**config.mk**
```make
export PLATFORM = sky130hd
export DESIGN_NAME = offset_varint_stream_decoder_top
export DESIGN_NICKNAME = d
export VERILOG_FILES = /design/src/ovsd_pkg.sv /design/src/offset_varint_stream_decoder_top.sv /design/src/ovsd_core.sv
export SDC_FILE = /design/constraint.sdc
export NUM_CORES = 1
export LEC_CHECK = 0
export ABC_AREA = 1
export ABC_CLOCK_PERIOD_IN_PS = 2900
export BUFFER_PORTS_ARGS = -buffer_cell sky130_fd_sc_hd__buf_2
export CAP_MARGIN = 25
export CORE_ASPECT_RATIO = 0.5
export CORE_MARGIN = 2
export CORE_UTILIZATION = 54
export CTS_CLUSTER_DIAMETER = 100
export DETAILED_ROUTE_END_ITERATION = 10
export PLACE_DENSITY = 0.74
export SLEW_MARGIN = 20
export SYNTH_ARGS = -nofsm -noshare
export SYNTH_HDL_FRONTEND = slang
export SYNTH_SLANG_ARGS = --single-unit
```
**constraint.sdc**
```tcl
create_clock -name clk -period 2.9 [get_ports clk]
set_input_delay 0.435 -clock clk [delete_from_list [all_inputs] [get_ports clk]]
set_output_delay 0.435 -clock clk [all_outputs]
set_load 0.01 [all_outputs]
```
**src/ovsd_pkg.sv**
```systemverilog
`timescale 1ns / 1ps
// ============================================================================
// ovsd_pkg
// Shared types, constants and the per-length offset table for the decoder.
// ============================================================================
package ovsd_pkg;

    localparam int MAX_BYTES_DEFAULT = 10;
    localparam int VALUE_W           = 64;
    localparam int LENGTH_W          = 4;
    localparam int STATUS_W          = 2;
    localparam int BYTE_W            = 8;
    localparam int GROUP_W           = 7;
    localparam int OUT_TDATA_W       = 72;

    typedef enum logic [STATUS_W-1:0] {
        STATUS_OK         = 2'd0,
        STATUS_INCOMPLETE = 2'd1,
        STATUS_TOO_LONG   = 2'd2
    } status_t;

    typedef struct packed {
        logic                emit;
        logic [VALUE_W-1:0]  value;
        logic [LENGTH_W-1:0] length;
        status_t             status;
    } ovsd_result_t;

    // The smallest value that needs n bytes; adding it makes the code bijective.
    function automatic logic [VALUE_W-1:0] min_for_len(input logic [LENGTH_W-1:0] n);
        logic [VALUE_W-1:0] m;
        begin
            case (n)
                4'd2:    m = 64'h0000000000000080;
                4'd3:    m = 64'h0000000000004080;
                4'd4:    m = 64'h0000000000204080;
                4'd5:    m = 64'h0000000010204080;
                4'd6:    m = 64'h0000000810204080;
                4'd7:    m = 64'h0000040810204080;
                4'd8:    m = 64'h0002040810204080;
                4'd9:    m = 64'h0102040810204080;
                4'd10:   m = 64'h8102040810204080;
                default: m = '0;
            endcase
            return m;
        end
    endfunction

endpackage

```
**src/offset_varint_stream_decoder_top.sv**
```systemverilog
`timescale 1ns / 1ps
// ============================================================================
// offset_varint_stream_decoder_top
// Bijective base-128 big-endian varint decoder, one byte per beat.
// ============================================================================
//  Channel   Dir  Beat contents
//  s_axis    in   tdata[7:0] data_byte, tlast buffer_end
//  m_axis    out  tdata[63:0] value, [67:64] length; tuser[1:0] status
//
//  A byte is decoded combinationally while it sits in the input register, and the
//  result beat for the byte that ends its number is registered when that byte advances.
//  A new byte is taken every cycle while results drain.
//  Reset clears the accumulator, the byte count and both valid flags.
//  A stalled result holds the byte that produced it in the input register;
//  bytes that end no number keep flowing during a stall.
module offset_varint_stream_decoder_top #(
    parameter int MAX_BYTES = ovsd_pkg::MAX_BYTES_DEFAULT
) (
    input  logic                             clk,
    input  logic                             rst_n,
    input  logic                             s_axis_tvalid,
    output logic                             s_axis_tready,
    input  logic [ovsd_pkg::BYTE_W-1:0]      s_axis_tdata,  // data_byte
    input  logic                             s_axis_tlast,  // buffer_end
    output logic                             m_axis_tvalid,
    input  logic                             m_axis_tready,
    output logic [ovsd_pkg::OUT_TDATA_W-1:0] m_axis_tdata,  // value, length, zero pad
    output logic [ovsd_pkg::STATUS_W-1:0]    m_axis_tuser   // status
);
    import ovsd_pkg::*;

    logic                in_valid_reg;
    logic [BYTE_W-1:0]   in_byte_reg;
    logic                in_end_reg;
    logic [VALUE_W-1:0]  acc_reg;
    logic [VALUE_W-1:0]  acc_next;
    logic [LENGTH_W-1:0] count_reg;
    logic [LENGTH_W-1:0] count_next;
    logic                out_valid_reg;
    logic                out_valid_next;
    logic [VALUE_W-1:0]  out_value_reg;
    logic [LENGTH_W-1:0] out_length_reg;
    status_t             out_status_reg;
    ovsd_result_t        res;
    logic                out_free;
    logic                advance;
    logic                in_take;

    ovsd_core #(
        .MAX_BYTES (MAX_BYTES)
    ) u_core (
        .data_byte  (in_byte_reg),
        .buffer_end (in_end_reg),
        .acc        (acc_reg),
        .count      (count_reg),
        .result     (res),
        .acc_next   (acc_next),
        .count_next (count_next)
    );

    assign out_free       = !out_valid_reg || m_axis_tready;
    assign advance        = in_valid_reg && (!res.emit || out_free);
    assign s_axis_tready  = !in_valid_reg || advance;
    assign in_take        = s_axis_tvalid && s_axis_tready;
    assign out_valid_next = (out_valid_reg && !m_axis_tready) || (advance && res.emit);

    always_ff @(posedge clk or negedge rst_n)
    begin
        if (!rst_n)
        begin
            in_valid_reg  <= 1'b0;
            out_valid_reg <= 1'b0;
            acc_reg       <= '0;
            count_reg     <= '0;
        end
        else
        begin
            if (s_axis_tready)
            begin
                in_valid_reg <= s_axis_tvalid;
            end
            out_valid_reg <= out_valid_next;
            if (advance)
            begin
                acc_reg   <= acc_next;
                count_reg <= count_next;
            end
        end
    end

    always_ff @(posedge clk)
    begin
        if (in_take)
        begin
            in_byte_reg <= s_axis_tdata;
            in_end_reg  <= s_axis_tlast;
        end
        if (advance && res.emit)
        begin
            out_value_reg  <= res.value;
            out_length_reg <= res.length;
            out_status_reg <= res.status;
        end
    end

    assign m_axis_tvalid = out_valid_reg;
    assign m_axis_tdata  = {{(OUT_TDATA_W-VALUE_W-LENGTH_W){1'b0}}, out_length_reg, out_value_reg};
    assign m_axis_tuser  = out_status_reg;

endmodule

```
**src/ovsd_core.sv**
```systemverilog
`timescale 1ns / 1ps
// ============================================================================
// ovsd_core
// Decodes one byte against the running accumulator and byte count.
// ============================================================================
module ovsd_core #(
    parameter int MAX_BYTES = ovsd_pkg::MAX_BYTES_DEFAULT
) (
    input  logic [ovsd_pkg::BYTE_W-1:0]   data_byte,
    input  logic                          buffer_end,
    input  logic [ovsd_pkg::VALUE_W-1:0]  acc,
    input  logic [ovsd_pkg::LENGTH_W-1:0] count,
    output ovsd_pkg::ovsd_result_t        result,
    output logic [ovsd_pkg::VALUE_W-1:0]  acc_next,
    output logic [ovsd_pkg::LENGTH_W-1:0] count_next
);
    import ovsd_pkg::*;

    logic [VALUE_W-1:0]  acc_shift;
    logic [LENGTH_W-1:0] cnt;

    assign acc_shift = {acc[VALUE_W-GROUP_W-1:0], data_byte[GROUP_W-1:0]};
    assign cnt       = count + LENGTH_W'(1);

    always_comb
    begin
        result.emit   = 1'b0;
        result.value  = '0;
        result.length = cnt;
        result.status = STATUS_OK;
        if (!data_byte[BYTE_W-1])
        begin
            result.emit  = 1'b1;
            result.value = acc_shift + min_for_len(cnt);
        end
        else if (cnt >= LENGTH_W'(MAX_BYTES))
        begin
            result.emit   = 1'b1;
            result.status = STATUS_TOO_LONG;
        end
        else if (buffer_end)
        begin
            result.emit   = 1'b1;
            result.status = STATUS_INCOMPLETE;
        end
    end

    assign acc_next   = result.emit ? '0 : acc_shift;
    assign count_next = result.emit ? '0 : cnt;

endmodule
```
# Yosys cells after proc, flatten, opt, wreduce, memory -nomap -nowiden
# Memories as Yosys holds them, arrays and structs flattened.
# Index checks and enable logic that the tools add are counted.
[op_classes]
addsub = 2
n_lt_le_gt_ge = 1
muxes = 8
bitwise_logic = 1
n_reduce_logical = 13
[ops]
columns = ["op", "count"]
rows = [
  ["64-bit adder", 1],
  ["64-bit two-way mux", 1],
  ["57-bit two-way mux", 1],
  ["4-bit by 1-bit adder with 4-bit output (second input constant)", 1],
  ["4-bit greater-or-equal comparator (second input constant)", 1],
  ["1-bit logical AND", 4],
  ["1-bit logical NOT", 4],
  ["1-bit logical OR", 4],
  ["1-bit two-way mux", 4],
  ["4-bit two-way mux", 1],
  ["2-bit two-way mux", 1],
  ["2-bit OR reduction", 1],
  ["1-bit NOT", 1],
]
[word_totals]
regBits = 142
mem_bits_ro = 144
inputBits = 13
output_inout_bits = 76
word_cells = 36
n_memories = 1
[mem_list]
columns = ["name", "depth", "width", "rd", "rd_clocked_by_memory_dff", "wr", "line_no", "source"]
rows = [
  ["(no name shown)", 16, 9, 1, 0, 0, "ovsd_pkg.sv:33", "case (n)"],
]

# Depth between registers and ports, before layout
[logic_depth]
depth_word = 9
depth_mapped = 21
ltp_nobuf = 21

# Cells and area by module
# From an unflattened synthesis, not the netlist that was laid out.
[unflattened]
cells_unflattened = 1219
hier_area_um2 = 8894.8
[modules_own_cells]
columns = ["mod", "n_inst", "cells_each", "area_per_inst_um2", "seq_area_each_um2"]
rows = [
  ["offset_varint_stream_decoder_top", 1, 391, 5183.7, 4124.0],
  ["ovsd_core", 1, 828, 3711.1, 0.0],
]

# Worst setup path after synthesis
# OpenSTA, ideal clock, no wires.
[synth_timing]
kind = "register to register"
from = "register count_reg[0]"
to = "register out_status_reg[0] (netlist: m_axis_tuser[0]), enable pin"
setup_ns = 0.424
t_arrival_ns = 2.637
required_time_ns = 2.476
setup_slack_ns = -0.161
stages_incl_launch_ff = 9
path_buffers = 0
synth_period_minus_slack_ns = 3.061
cell_sequence = "dfrtp_1 > ha_1 > inv_1 > ha_1 > nand2_1 > o21ai_2 > nand3_4 > nand3_1 > inv_1"
[synth_between]
elab_chain_cells = 8
[synth_lines]
columns = ["element", "line_no", "source"]
rows = [
  ["start: declaration", "offset_varint_stream_decoder_top.sv:37", "logic [LENGTH_W-1:0] count_reg;"],
  ["start signal: assignment", "offset_varint_stream_decoder_top.sv:86", "count_reg <= count_next;"],
  ["4-bit by 1-bit adder with 4-bit output (*)", "ovsd_core.sv:23", "assign cnt = count + LENGTH_W'(1);"],
  ["4-bit greater-or-equal comparator (*)", "ovsd_core.sv:36", "else if (cnt >= LENGTH_W'(MAX_BYTES))"],
  ["1-bit two-way mux (*)", "ovsd_core.sv:36", ""],
  ["1-bit two-way mux (*)", "ovsd_core.sv:31", "if (!data_byte[BYTE_W-1])"],
  ["1-bit logical NOT", "offset_varint_stream_decoder_top.sv:62", "assign advance = in_valid_reg && (!res.emit || out_free);"],
  ["1-bit logical OR", "offset_varint_stream_decoder_top.sv:62", ""],
  ["1-bit logical AND", "offset_varint_stream_decoder_top.sv:62", ""],
  ["1-bit logical AND (*)", "offset_varint_stream_decoder_top.sv:98", "if (advance && res.emit)"],
  ["end signal: assignment", "offset_varint_stream_decoder_top.sv:102", "out_status_reg <= res.status;"],
  ["end: declaration", "offset_varint_stream_decoder_top.sv:43", "status_t out_status_reg;"],
]
# Every way passes the cells marked *; elsewhere a longest branch is shown, timed or not.
# A chain may end at the register's enable or synchronous reset.

==> results.json <==
{
  "violations": "negative setup slack",
  "finalWirelength_mm": 26.2,
  "final_hold_viol_count": 0,
  "flip_flop_count_of_the_largest_register_after_layout": 64,
  "cp_data_required_time_ns": 3.08,
  "antenna_left": 0,
  "number_of_buffers_inserted_during_clock_tree_synthesis": 17,
  "final_layout_size_suffix_gt1_frac": 0.290,
  "floorplan.die_area_sq_um": 16100,
  "gp_congestion": 0.989,
  "vias_per_cell": 5.46,
  "synth_top_cell_by_area": "edfxtp_1",
  "yosys_register_bits": 142,
  "ys.warnings.count": 0,
  "drc": 0,
  "max_cap_viol_count": 0,
  "total_power_mw": 5.18,
  "final_max_slew_viol_count": 0,
  "critPathArrivalTime_ns": 3.14,
  "cts-root-to-sink-buffers": 2,
  "num_rows": 31,
  "number_of_antenna_violations_at_the_first_check_in_global_routing": 0,
  "dr_total_vias": 8010,
  "grt_start_max_net_pins": 62,
  "cts_num_sinks": 142,
  "areaGrowthSynthToFinish_pct": 29.6,
  "cellPowerDensity_nw_per_um2": 494,
  "finalHoldWorstSlack_ns": 0.0393,
  "skew_ns": 0.0114,
  "wl_met3_mm": 2.75,
  "final_period_minus_worst_setup_slack_ns": 2.95,
  "number_of_ports_placed_on_the_die_boundary": 89,
  "syn-instance-count": 1096,
  "top_area_cell_type_share_of_the_netlist_area": 0.293,
  "cp-start-kind": "flop",
  "num-fill-cells": 1132,
  "multi_input_area_sq_um": 4230,
  "drt_pass1_iterations": 5,
  "endpoint_kind": "flop",
  "synth-async-reset-ratio": 0.444,
  "top_cells_by_area_in_the_synthesized_netlist": "edfxtp_1 (29%), nand2_1 (20%), dfrtp_1 (19%), nor2_1 (7.6%), inv_1 (5.7%)",
  "port_buffers": 84,
  "avg_inst_size_synth_sq_um": 7.39,
  "run_status": "finished, violations left",
  "slew_headroom": 0.523,
  "p_leak_nw": 4.89,
  "yosys.cell_types.count": 35,
  "first_pass_grt_wire_length_mm": 39.9,
  "average_detailed_routed_wire_length_per_instance_um": 17.9,
  "rsz_0062_raised_after_global_routing": "yes",
  "synth_enable_flop_cells": 79,
  "design.final.nets": 1281,
  "grt_pass1_vias": 7487,
  "maxUsedRoutingLayer": "met4",
  "die_width_um": 177,
  "smallest_setup_slack_after_layout_ns": -0.0549,
  "setup_total_negative_slack_ns": -0.154,
  "layout.core_utilization": 0.721,
  "achievable-frequency_mhz": 338,
  "cts_tree": "built",
  "htree_levels": 4,
  "die_height_um": 90.6,
  "dr_wl_met2_mm": 11.3,
  "min_path_type": "input port to asynchronous set/reset pin",
  "initial_utilization": 0.557,
  "grt_overflow_total": 0,
  "insertedDiodeCount": 0,
  "globalRouteTotalUtil": 0.330,
  "period_share": 1.02,
  "core_sq_um": 14500,
  "mappedNetlistArea_sq_um": 8100,
  "dp_hpwl_mm": 18.3,
  "wire_length_the_detailed_router_placed_on_met1_mm": 11.6,
  "tightestPinTransition_ns": 0.716,
  "dr.first_iter.drc_count": 918,
  "hold_buffers": 0,
  "critPathMaxFanout": 3,
  "clock_latency_ns": 0.44,
  "cts.reportedPaths.clkPinSlew_ns": 0.07,
  "register_area_sq_um": 3950,
  "synth_top_flop_cell": "edfxtp_1",
  "root_buffer": "clkbuf_16",
  "critical_setup_path_class": "flop to flop",
  "portion_of_the_post_synthesis_area_used_by_sequential_elements": 0.488,
  "worst_ir_drop_vdd_mv": 0.515,
  "timing.final.setup_violations": 6
}
-- placed cells by master (no fill, tap or decap), types with 8 or more instances in the layout --
master / instances
nand2_1: 389
nand3_1: 37
nor2_2: 33
buf_2: 84
clkbuf_16: 17
nand2_4: 14
o21ai_0: 22
edfxtp_1: 79
o21ai_1: 12
nor2_4: 29
a21oi_1: 37
a21oi_2: 17
inv_1: 116
nor2_1: 113
nand2_2: 44
nand4_1: 8
buf_4: 74
dfrtp_1: 63
-- timing repair --
item                                    in CTS  in global routing
endpoints found under the setup margin      42                 45
pin swaps                                   11                 52
resized for setup                           43                166
setup buffers                                1                  7
-- cell families after synthesis --
family | after synthesis | synth area share
AOI/OAI and AO/OA | 103 | 0.0695
xor gates and xnor gates | 2 | 0.00216
adders and majority gates | 13 | 0.0201
buffers and inverters | 148 | 0.0791
DFF | 142 | 0.488
other | 1 | 0.000463
and+or+nand+nor | 687 | 0.341
-- synthesized netlist by cell type (all sizes together) (5+ instances only) --
cell type and instances:
nand2 447, nor2 175, inv 124, edfxtp 79, dfrtp 63, a21oi 55
nand3 43, o21ai 39, buf 19, ha 13, and2 8, nand4 8
clkbuf 5
-- worst paths after layout --
check | startpoint | to | slack, ns | depth (start not counted)
max reg2reg | count_reg[0]$_DFFE_PN0P_ | out_value_reg[58]$_SDFFCE_PP0P_ | -0.05 | 17
min in group clk | s_axis_tlast | in_end_reg$_DFFE_PP_ | 0.17 | 1
max in group asynchronous | rst_n | count_reg[2]$_DFFE_PN0P_ | 2.10 | 2
min | rst_n | acc_reg[54]$_DFFE_PN0P_ | 0.04 | 1
max | count_reg[0]$_DFFE_PN0P_ | out_value_reg[58]$_SDFFCE_PP0P_ | -0.05 | 17
min reg2reg | in_byte_reg[6]$_DFFE_PP_ | acc_reg[6]$_DFFE_PN0P_ | 0.48 | 2
-- worst max-delay path, cell delays in order, from the launching register on --
cell,delay [ns]
dfrtp_1,0.39
ha_1,0.21
inv_2,0.06
ha_4,0.20
inv_4,0.06
nor2_4,0.04
nor2_4,0.18
a21oi_2,0.09
o21ai_1,0.09
inv_1,0.09
ha_4,0.31
nand2_4,0.09
nor2_4,0.17
nand2_1,0.12
o21ai_1,0.23
a21oi_1,0.13
a21oi_1,0.16
nor2_1,0.06
-- stage by stage --
stage | cells | worst slack, ns | area (sq um)
final | 1466 | -0.0549 | 10500
after global routing | 1466 | -0.191 | 10500
after CTS | 1459 | 0.00767 | 9890
after detailed placement | 1426 | -0.137 | 9140
after global placement | 1426 | -0.115 | 9140
after floorplan | 1099 | 0.0409 | 8110
-- area by class of cell --
class,instances,area share
well taps,198,0.0236
inverters,124,0.0450
flip-flops and latches,142,0.376
clock buffers,17,0.0405
repair buffers,161,0.0971
multi-input cells,809,0.403
clock inverters,15,0.0141
-- metal layers --
| metal | up-vias | GRT usage |
|---|---|---|
| met3 | 66 | 0.0863 |
| met2 | 401 | 0.473 |
| li1 | 3767 | - |
| met5 | - | 0 |
| met1 | 3776 | 0.487 |
| met4 | 0 | 0.102 |
-- power breakdown --
group          switching, mW  internal, mW
Sequential            0.0902          2.31
Clock                  0.952          1.21
Combinational          0.413         0.209
Total                   1.46          3.72
No activity file was read; power rests on OpenSTA's default activity.
